<file path="src/rtl/lsd_pkg.sv">
// Shared types, constants and helpers for the lottery draw block.
package lsd_pkg;

   localparam int SLOTS_DEFAULT = 64;
   localparam int TICKET_W = 16;
   localparam int SLOT_W = 6;
   localparam int OUT_W = 22;
   localparam int RAND_W = 32;
   localparam int CSR_IDX_W = 2;
   localparam int CSR_DATA_W = 16;

   localparam logic [OUT_W-1:0] OUT_MAX = '1;
   localparam logic [RAND_W-1:0] LCG_MUL = 32'd1664525;
   localparam logic [RAND_W-1:0] LCG_ADD = 32'd1013904223;
   localparam logic [RAND_W-1:0] RAND_RESET = 32'd1;

   localparam logic [TICKET_W-1:0] MIN_RESET = 16'd1;
   localparam logic [TICKET_W-1:0] MAX_RESET = 16'd100;
   localparam logic [TICKET_W-1:0] DEFAULT_RESET = 16'd10;

   localparam logic [CSR_IDX_W-1:0] CSR_MIN = 2'd0;
   localparam logic [CSR_IDX_W-1:0] CSR_MAX = 2'd1;
   localparam logic [CSR_IDX_W-1:0] CSR_DEFAULT = 2'd2;

   localparam logic OP_UPDATE = 1'b0;
   localparam logic OP_DRAW = 1'b1;

   typedef enum logic [2:0] {
      ST_IDLE,
      ST_WRITE,
      ST_SUM,
      ST_LCG,
      ST_LOAD,
      ST_MOD,
      ST_WALK,
      ST_DONE
   } state_type;

   typedef struct packed {
      logic op;
      logic [SLOT_W-1:0] slot;
      logic signed [TICKET_W-1:0] ticket_request;
      logic runnable;
   } req_type;

   typedef struct packed {
      logic found;
      logic [SLOT_W-1:0] winner_slot;
      logic [OUT_W-1:0] draw_value;
      logic [OUT_W-1:0] total_tickets;
      logic [TICKET_W-1:0] stored_tickets;
   } rsp_type;

   function automatic logic [OUT_W-1:0] sat_out(input logic [RAND_W-1:0] v);
      return (v > RAND_W'(OUT_MAX)) ? OUT_MAX : v[OUT_W-1:0];
   endfunction

endpackage

</file>
<file path="src/rtl/lsd_ticket_ram.sv">
// Ticket count memory: one write port, one registered read port.
module lsd_ticket_ram #(
   parameter int DEPTH = lsd_pkg::SLOTS_DEFAULT,
   parameter int DATA_W = lsd_pkg::TICKET_W,
   localparam int ADDR_W = $clog2(DEPTH)
) (
   input  logic              clock,
   input  logic              wr_en,
   input  logic [ADDR_W-1:0] wr_addr,
   input  logic [DATA_W-1:0] wr_data,
   input  logic [ADDR_W-1:0] rd_addr,
   output logic [DATA_W-1:0] rd_data
);

   logic [DATA_W-1:0] ticket_mem_ff [DEPTH];
   logic [DATA_W-1:0] rd_data_ff;

   always_ff @(posedge clock) begin
      if (wr_en) begin
         ticket_mem_ff[wr_addr] <= wr_data;
      end
   end

   always_ff @(posedge clock) begin
      rd_data_ff <= ticket_mem_ff[rd_addr];
   end

   assign rd_data = rd_data_ff;

endmodule

</file>
<file path="src/rtl/lsd_mod_unit.sv">
// Serial restoring remainder unit, one dividend bit per cycle.
module lsd_mod_unit #(
   parameter int DIV_W = lsd_pkg::OUT_W
) (
   input  logic                        clock,
   input  logic                        reset,
   input  logic                        start,
   input  logic [lsd_pkg::RAND_W-1:0]  dividend,
   input  logic [DIV_W-1:0]            divisor,
   output logic                        done,
   output logic [DIV_W-1:0]            remainder
);
   import lsd_pkg::*;

   localparam int STEP_W = $clog2(RAND_W);
   localparam logic [STEP_W-1:0] LAST_STEP = STEP_W'(RAND_W - 1);

   logic              busy_ff, busy_in;
   logic              done_ff, done_in;
   logic [STEP_W-1:0] cnt_ff, cnt_in;
   logic [RAND_W-1:0] dvd_ff, dvd_in;
   logic [DIV_W-1:0]  dsr_ff, dsr_in;
   logic [DIV_W-1:0]  rem_ff, rem_in;

   logic [DIV_W:0]    shift;
   logic [DIV_W+1:0]  diff;
   logic [DIV_W-1:0]  rem_step;

   always_comb begin
      shift = {rem_ff, dvd_ff[RAND_W-1]};
      diff = {1'b0, shift} - {2'b00, dsr_ff};
      rem_step = diff[DIV_W+1] ? shift[DIV_W-1:0] : diff[DIV_W-1:0];
   end

   always_comb begin
      busy_in = busy_ff;
      done_in = 1'b0;
      cnt_in = cnt_ff;
      dvd_in = dvd_ff;
      dsr_in = dsr_ff;
      rem_in = rem_ff;
      if (start) begin
         busy_in = 1'b1;
         cnt_in = '0;
         dvd_in = dividend;
         dsr_in = divisor;
         rem_in = '0;
      end else if (busy_ff) begin
         rem_in = rem_step;
         dvd_in = {dvd_ff[RAND_W-2:0], 1'b0};
         cnt_in = cnt_ff + 1'b1;
         if (cnt_ff == LAST_STEP) begin
            busy_in = 1'b0;
            done_in = 1'b1;
         end
      end
   end

   always_ff @(posedge clock) begin
      if (reset) begin
         busy_ff <= 1'b0;
         done_ff <= 1'b0;
         cnt_ff <= '0;
      end else begin
         busy_ff <= busy_in;
         done_ff <= done_in;
         cnt_ff <= cnt_in;
      end
   end

   always_ff @(posedge clock) begin
      dvd_ff <= dvd_in;
      dsr_ff <= dsr_in;
      rem_ff <= rem_in;
   end

   assign done = done_ff;
   assign remainder = rem_ff;

`ifndef SYNTHESIS
   a_rem_below_divisor: assert property (@(posedge clock) disable iff (reset)
      busy_ff && dsr_ff != '0 |-> rem_ff < dsr_ff)
      else $error("remainder not below divisor");
   a_done_idle: assert property (@(posedge clock) disable iff (reset)
      done_ff |-> !busy_ff)
      else $error("done while busy");
   a_last_step_done: assert property (@(posedge clock) disable iff (reset)
      busy_ff && !start && cnt_ff == LAST_STEP |=> done_ff)
      else $error("no done after last step");
`endif

endmodule

</file>
<file path="src/rtl/lottery_scheduler_draw_core.sv">
// Lottery draw core: slot ticket table, runnable total, LCG draw and winner walk.
// Update item: slot write, then one pass over the table to sum.
// Draw item: sum pass, LCG multiply and load, serial remainder, winner walk that stops at the
// first hit; an empty draw ends after the sum pass.
// One item at a time; next item taken in the cycle after the result register loads.
// Synchronous reset: tickets read as zero via cleared runnable flags, random state one.
module lottery_scheduler_draw_core #(
   parameter int SLOTS = lsd_pkg::SLOTS_DEFAULT
) (
   input  logic                            clock,
   input  logic                            reset,
   input  logic                            req_valid,
   output logic                            req_ready,
   input  lsd_pkg::req_type                req_data,
   output logic                            rsp_valid,
   input  logic                            rsp_ready,
   output lsd_pkg::rsp_type                rsp_data,
   input  logic                            csr_we,
   input  logic [lsd_pkg::CSR_IDX_W-1:0]   csr_index,
   input  logic [lsd_pkg::CSR_DATA_W-1:0]  csr_wdata
);
   import lsd_pkg::*;

   localparam int IDX_W = $clog2(SLOTS);
   localparam int CNT_W = $clog2(SLOTS + 1);
   localparam int TOTAL_W = TICKET_W + IDX_W;
   localparam logic [IDX_W-1:0] LAST_IDX = IDX_W'(SLOTS - 1);
   localparam logic [CNT_W-1:0] CNT_END = CNT_W'(SLOTS);

   state_type state_ff, state_in;

   logic [TICKET_W-1:0] min_ff, min_in;
   logic [TICKET_W-1:0] max_ff, max_in;
   logic [TICKET_W-1:0] dflt_ff, dflt_in;

   req_type             item_ff, item_in;
   logic [SLOTS-1:0]    flags_ff, flags_in;
   logic [CNT_W-1:0]    cnt_ff, cnt_in;
   logic                pipe_vld_ff, pipe_vld_in;
   logic                pipe_flag_ff, pipe_flag_in;
   logic [IDX_W-1:0]    pipe_idx_ff, pipe_idx_in;
   logic [TOTAL_W-1:0]  scan_ff, scan_in;
   logic [TOTAL_W-1:0]  total_ff, total_in;
   logic                found_ff, found_in;
   logic [IDX_W-1:0]    win_ff, win_in;
   logic [RAND_W-1:0]   prod_ff, prod_in;
   logic [RAND_W-1:0]   rand_ff, rand_in;
   rsp_type             rsp_ff, rsp_in;
   logic                rsp_valid_ff, rsp_valid_in;

   logic                ram_we, mod_start, scan_run, is_sum;
   logic                accept, is_draw, slot_ok, rd_en, take, hit, last, out_free;
   logic [IDX_W-1:0]    rd_addr;
   logic [TICKET_W-1:0] rd_ticket;
   logic [TICKET_W-1:0] clamp_val;
   logic [TOTAL_W-1:0]  tkt_ext, alu_out, sum_next;
   logic                mod_done;
   logic [TOTAL_W-1:0]  mod_rem;

   lsd_ticket_ram #(
      .DEPTH  (SLOTS),
      .DATA_W (TICKET_W)
   ) u_ram (
      .clock   (clock),
      .wr_en   (ram_we),
      .wr_addr (IDX_W'(item_ff.slot)),
      .wr_data (clamp_val),
      .rd_addr (rd_addr),
      .rd_data (rd_ticket)
   );

   lsd_mod_unit #(
      .DIV_W (TOTAL_W)
   ) u_mod (
      .clock     (clock),
      .reset     (reset),
      .start     (mod_start),
      .dividend  (prod_ff + LCG_ADD),
      .divisor   (total_ff),
      .done      (mod_done),
      .remainder (mod_rem)
   );

   // clamp, in the order zero, below min, above max
   always_comb begin
      if (item_ff.ticket_request == '0) begin
         clamp_val = dflt_ff;
      end else if (item_ff.ticket_request < $signed({1'b0, min_ff})) begin
         clamp_val = min_ff;
      end else if (item_ff.ticket_request > $signed({1'b0, max_ff})) begin
         clamp_val = max_ff;
      end else begin
         clamp_val = item_ff.ticket_request;
      end
   end

   always_comb begin
      accept = req_valid && req_ready;
      is_draw = item_ff.op == OP_DRAW;
      slot_ok = 32'(item_ff.slot) < 32'(SLOTS);
      rd_en = cnt_ff < CNT_END;
      rd_addr = cnt_ff[IDX_W-1:0];
      take = pipe_vld_ff && pipe_flag_ff;
      last = pipe_vld_ff && pipe_idx_ff == LAST_IDX;
      tkt_ext = TOTAL_W'(rd_ticket);
      alu_out = is_sum ? scan_ff + tkt_ext : scan_ff - tkt_ext;
      sum_next = take ? alu_out : scan_ff;
      hit = (state_ff == ST_WALK) && take && (scan_ff < tkt_ext);
      out_free = !rsp_valid_ff || rsp_ready;
   end

   always_comb begin
      state_in = state_ff;
      unique case (state_ff)
         ST_IDLE: begin
            if (req_valid) begin
               state_in = (req_data.op == OP_DRAW) ? ST_SUM : ST_WRITE;
            end
         end
         ST_WRITE: state_in = ST_SUM;
         ST_SUM: begin
            if (last) begin
               state_in = (is_draw && sum_next != '0) ? ST_LCG : ST_DONE;
            end
         end
         ST_LCG: state_in = ST_LOAD;
         ST_LOAD: state_in = ST_MOD;
         ST_MOD: begin
            if (mod_done) begin
               state_in = ST_WALK;
            end
         end
         ST_WALK: begin
            if (hit || last) begin
               state_in = ST_DONE;
            end
         end
         ST_DONE: begin
            if (out_free) begin
               state_in = ST_IDLE;
            end
         end
         default: state_in = ST_IDLE;
      endcase
   end

   always_comb begin
      req_ready = 1'b0;
      ram_we = 1'b0;
      mod_start = 1'b0;
      scan_run = 1'b0;
      is_sum = 1'b0;
      unique case (state_ff) inside
         ST_IDLE: req_ready = 1'b1;
         ST_WRITE: ram_we = slot_ok;
         ST_SUM: begin
            scan_run = 1'b1;
            is_sum = 1'b1;
         end
         ST_LOAD: mod_start = 1'b1;
         ST_WALK: scan_run = 1'b1;
         ST_LCG, ST_MOD, ST_DONE: begin
         end
         default: begin
         end
      endcase
   end

   always_comb begin
      min_in = min_ff;
      max_in = max_ff;
      dflt_in = dflt_ff;
      if (csr_we) begin
         unique case (csr_index)
            CSR_MIN: min_in = csr_wdata;
            CSR_MAX: max_in = csr_wdata;
            CSR_DEFAULT: dflt_in = csr_wdata;
            default: begin
            end
         endcase
      end
   end

   always_comb begin
      item_in = accept ? req_data : item_ff;
      flags_in = flags_ff;
      if (ram_we) begin
         flags_in[IDX_W'(item_ff.slot)] = item_ff.runnable;
      end

      cnt_in = '0;
      pipe_vld_in = 1'b0;
      if (scan_run) begin
         cnt_in = rd_en ? cnt_ff + 1'b1 : cnt_ff;
         pipe_vld_in = rd_en;
      end
      pipe_idx_in = rd_addr;
      pipe_flag_in = flags_ff[rd_addr];

      scan_in = scan_ff;
      total_in = total_ff;
      found_in = found_ff;
      win_in = win_ff;
      prod_in = prod_ff;
      rand_in = rand_ff;
      case (state_ff) inside
         ST_IDLE, ST_WRITE: begin
            scan_in = '0;
            total_in = '0;
            found_in = 1'b0;
            win_in = '0;
         end
         ST_SUM: begin
            scan_in = sum_next;
            if (last) begin
               total_in = sum_next;
            end
         end
         ST_LCG: prod_in = rand_ff * LCG_MUL;
         ST_MOD: begin
            if (mod_done) begin
               scan_in = mod_rem;
               rand_in = RAND_W'(mod_rem);
            end
         end
         ST_WALK: begin
            if (hit) begin
               found_in = 1'b1;
               win_in = pipe_idx_ff;
            end else if (take) begin
               scan_in = alu_out;
            end
         end
         default: begin
         end
      endcase

      rsp_in = rsp_ff;
      rsp_valid_in = rsp_valid_ff && !rsp_ready;
      if (state_ff == ST_DONE && out_free) begin
         rsp_valid_in = 1'b1;
         rsp_in.found = found_ff;
         rsp_in.winner_slot = SLOT_W'(win_ff);
         rsp_in.total_tickets = sat_out(RAND_W'(total_ff));
         if (is_draw) begin
            rsp_in.draw_value = (total_ff != '0) ? sat_out(rand_ff) : '0;
            rsp_in.stored_tickets = '0;
         end else begin
            rsp_in.draw_value = '0;
            rsp_in.stored_tickets = clamp_val;
         end
      end
   end

   always_ff @(posedge clock) begin
      if (reset) begin
         state_ff <= ST_IDLE;
         min_ff <= MIN_RESET;
         max_ff <= MAX_RESET;
         dflt_ff <= DEFAULT_RESET;
         flags_ff <= '0;
         cnt_ff <= '0;
         pipe_vld_ff <= 1'b0;
         rand_ff <= RAND_RESET;
         rsp_valid_ff <= 1'b0;
      end else begin
         state_ff <= state_in;
         min_ff <= min_in;
         max_ff <= max_in;
         dflt_ff <= dflt_in;
         flags_ff <= flags_in;
         cnt_ff <= cnt_in;
         pipe_vld_ff <= pipe_vld_in;
         rand_ff <= rand_in;
         rsp_valid_ff <= rsp_valid_in;
      end
   end

   always_ff @(posedge clock) begin
      item_ff <= item_in;
      pipe_idx_ff <= pipe_idx_in;
      pipe_flag_ff <= pipe_flag_in;
      scan_ff <= scan_in;
      total_ff <= total_in;
      found_ff <= found_in;
      win_ff <= win_in;
      prod_ff <= prod_in;
      rsp_ff <= rsp_in;
   end

   assign rsp_valid = rsp_valid_ff;
   assign rsp_data = rsp_ff;

`ifndef SYNTHESIS
   a_walk_in_range: assert property (@(posedge clock) disable iff (reset)
      hit |-> scan_ff < total_ff)
      else $error("walk remainder not below total");
   a_found_has_total: assert property (@(posedge clock) disable iff (reset)
      rsp_valid_ff && rsp_ff.found |-> rsp_ff.total_tickets != '0)
      else $error("winner reported with empty total");
   a_rand_below_total: assert property (@(posedge clock) disable iff (reset)
      state_ff == ST_MOD && mod_done |=> rand_ff < RAND_W'(total_ff))
      else $error("random state not reduced below total");
`endif

endmodule

</file>
<file path="config.mk">
export PLATFORM = sky130hd
export DESIGN_NAME = lottery_scheduler_draw_core
export DESIGN_NICKNAME = d
export VERILOG_FILES = /design/src/rtl/lsd_pkg.sv /design/src/rtl/lsd_ticket_ram.sv /design/src/rtl/lsd_mod_unit.sv /design/src/rtl/lottery_scheduler_draw_core.sv
export SDC_FILE = /design/constraint.sdc
export NUM_CORES = 2
export LEC_CHECK = 0
export ABC_AREA = 1
export BUFFER_PORTS_ARGS = -buffer_cell sky130_fd_sc_hd__buf_2
export CAP_MARGIN = 10
export CORE_MARGIN = 3
export CORE_UTILIZATION = 25
export DETAILED_ROUTE_END_ITERATION = 7
export SYNTH_ARGS = -nofsm -noshare
export SYNTH_HDL_FRONTEND = slang
export SYNTH_SLANG_ARGS = --single-unit
</file>
<file path="constraint.sdc">
create_clock -name clock -period 6.7 [get_ports clock]
set_clock_uncertainty 0.05 [all_clocks]
set_input_delay 1.005 -clock clock [delete_from_list [all_inputs] [get_ports clock]]
set_output_delay 1.005 -clock clock [all_outputs]
set_load 0.01 [all_outputs]
</file>
==> out/metrics.yaml <==
run_status:
  outcome: "completed"
placement:
  finalWeightedCongestion: 0.899
  dp_slack_ps: 975
  detailed_place_hpwl_mm: 131
  placed_area_um2: 71900
  io_buffer_count: 115
sta:
  setup_violations: 0
  slew_headroom_pct: 19.4
  tightest_slew_ps: 1210
  hold_viol_final: 0
  setup_slack_ps: 900
  fmax_ghz: 0.172
  finalSetupTns_ps: 0
  grt_setup_unrepaired: "no"
  min_period_over_period_pct: 86.6
  fin_crit_ps: 5800
  finalMaxSlewViolations: 0
clocking:
  cts.sinks: 1450
  cts_tree: "yes"
  clk_latency_ps: 800
  cts_resized: 0
  cts_max_path_buffers: 3
  cts_buffers: 157
  ctsHoldBuffers: 0
  cts.htree.levels: 4
  root_buffer: "clkbuf_16"
  cts.reportedPaths.clkPinSlew_ps: 60
  post_cts_buffers: 0
routing:
  drt-initial-drc-count: 4824
  wire_per_inst_um: 20.3
  viasPerCell: 4.81
  routed_wl_mm: 202
  final_antenna_net_count: 0
  vias: 47919
  drc: 0
  drtPass1Iterations: 6
power_and_ir_drop:
  p_total_w: 0.0240
  power_switching_w: 0.00737
  p_comb_share_pct: 18.5
  pwr-share-seq_pct: 45.4
  p_leak_nw: 28.5
  vdd.ir_drop.worst_mv: 0.319
  power_density_nw_per_um2: 312
  internal-power_w: 0.0167
  switching_share_pct: 30.7
  power.share.clock_pct: 36.1
synthesis:
  synth_edf_count: 1201
  avgSynthCellArea_um2: 10.8
  synth-seq-area-share_pct: 61.2
  ys.flop_type: "edfxtp_1"
  synthCells: 6198
  synthesis.nets: 6613
  ys_ff_latch: 1450
  synth.distinct_cells: 62
  synth_area_leaders: "edfxtp_1, dfxtp_1, o21ai_0"
  synth_top_area_share_pct: 53.8
  yosysTopAreaCell: "edfxtp_1"
  yosysWarnings: 0
  synthArstFlopShare_pct: 0
  synth_area_um2: 67100
finish:
  fill_cells: 27176
  nNetsFinal: 6696
  ff_latch_area_um2: 41100
  mostFrequentLayoutCells: "edfxtp_1, o21ai_0, nor2_1"
  drive_above_1_share_pct: 8.92
  finalInstanceArea_um2: 77100
  layout_commonest_cell: "edfxtp_1"
  multi_input_area_um2: 22500
  syn2layout_area_growth_pct: 14.9
floorplanning:
  die-area_um2: 275000
  die-height_um: 524
  core_um2: 266000
  start_util_pct: 25.2
  die_w_um: 524
  num_rows: 189
  num_io_pins: 116
worst_setup_path:
  cp-start-kind: "register"
  worstPathRequired_ps: 7160
  setup.worst_path.class: "reg -> reg"
  worst_ep_arrival_time_ps: 6260
  worstSetupEndpointType: "register"
  critPathMaxFanout: 7
run:
  cap_violations: 0
min_path:
  hold_path_class: "in -> reg"
global_route:
  grt_start_max_net_pins: 163
  grt_pass1_wl_mm: 297
  grt_pass1_vias: 45398
  antenna_found_initial: 20
  grt_usage_pct: 14.3
  grt_overflow: 0
## power groups by stage
stage | combinational (W) | clock, W | sequential (W)
final | 0.00445 | 0.00866 | 0.0109
after global routing | 0.00489 | 0.00919 | 0.0109
after CTS | 0.00441 | 0.00883 | 0.0109
after detailed placement | 0.00439 | 0 | 0.0111
after global placement | 0.00431 | 0 | 0.0111
after floorplan | 0.00286 | 0 | 0.0109
## synth_stat cells, types with 12 or more instances
master       n
a21oi_1    303
a31oi_1     37
buf_1       14
buf_2       50
clkbuf_1   241
dfxtp_1    249
edfxtp_1  1201
fa_1       115
ha_1       253
inv_1      604
nand2_1    665
nand3_1    223
nand4_1     46
nor2_1     800
nor3_1      34
nor4_1      13
o211ai_1    55
o21ai_0    787
o21ai_1     17
o21bai_1    12
o221ai_1   109
o22ai_1    168
xnor2_1     26
xor2_1      43
## logic make-up after synthesis
kind of cell / synth area share, %
AO/OA/AOI/OAI: 13.2
XOR/XNOR: 0.901
adder cells (fa/ha/maj): 8.15
buffers and inverters: 5.46
flip-flops: 61.2
AND/OR/NAND/NOR: 11.1
## final timing paths
kind,start,to,slack [ps],depth (start not counted)
setup / recovery,rand_ff[3],prod_ff[31],900,18
hold / removal,req_data[3],item_ff[3],330,1
setup reg to reg,rand_ff[3],prod_ff[31],900,18
hold reg to reg,cnt_ff[3],pipe_idx_ff[3],380,0
## stage by stage
| stage | cells | util (%) | hold slack (ps) |
|---|---|---|---|
| floorplan | 6198 | - | 279 |
| global placement | 9654 | 27.0 | 346 |
| detailed placement | 9654 | 27.0 | 355 |
| CTS | 9948 | 29.0 | 251 |
| global route | 9952 | 29.0 | 281 |
| finish | 9954 | 29.0 | 325 |
## worst max-delay path: stages, from the launching register on
cell      delay (ps)
dfxtp_1          520
ha_1             330
fa_1             500
inv_1             60
fa_1             470
inv_1             50
fa_1             520
fa_1             440
fa_1             500
inv_1             50
fa_1             470
inv_1             40
ha_1             340
nand2_1          120
nor4_1           390
nand3_1          140
nand3_1          230
a211oi_1         120
xor2_1           160
## cell type report
cell class              instances  area share, %
diodes                          5         0.0162
flip-flops and latches       1450           53.2
clock buffers                 222           5.69
repair buffers                241           2.09
well taps                    3533           5.73
clock inverters                72           1.04
inverters                     624           3.06
multi-input cells            3807           29.1
## flip-flops by register name (all words and copies together) (netlist names), 3 cells and up
register,count
item_ff,23
min_ff,16
cnt_ff,7
rand_ff,22
pipe_idx_ff,6
max_ff,16
dflt_ff,16
u_ram.ticket_mem_ff,1024
u_mod.cnt_ff,5
u_ram.rd_data,16
rsp_data,67
flags_ff,64
state_ff,3
u_mod.remainder,22
prod_ff,32
u_mod.dvd_ff,32
total_ff,22
win_ff,6
scan_ff,22
u_mod.dsr_ff,22
## per-layer routing
layer,track usage (%),up-vias,wire length (um),share of wire (%)
met1,19.3,23708,85800,42
met5,0,-,0,0
li1,-,22009,-,-
met2,23.3,1888,95000,47
met4,4.50,0,6210,3.1
met3,2.33,314,14900,7.4
(Power assumes the default switching activity.)
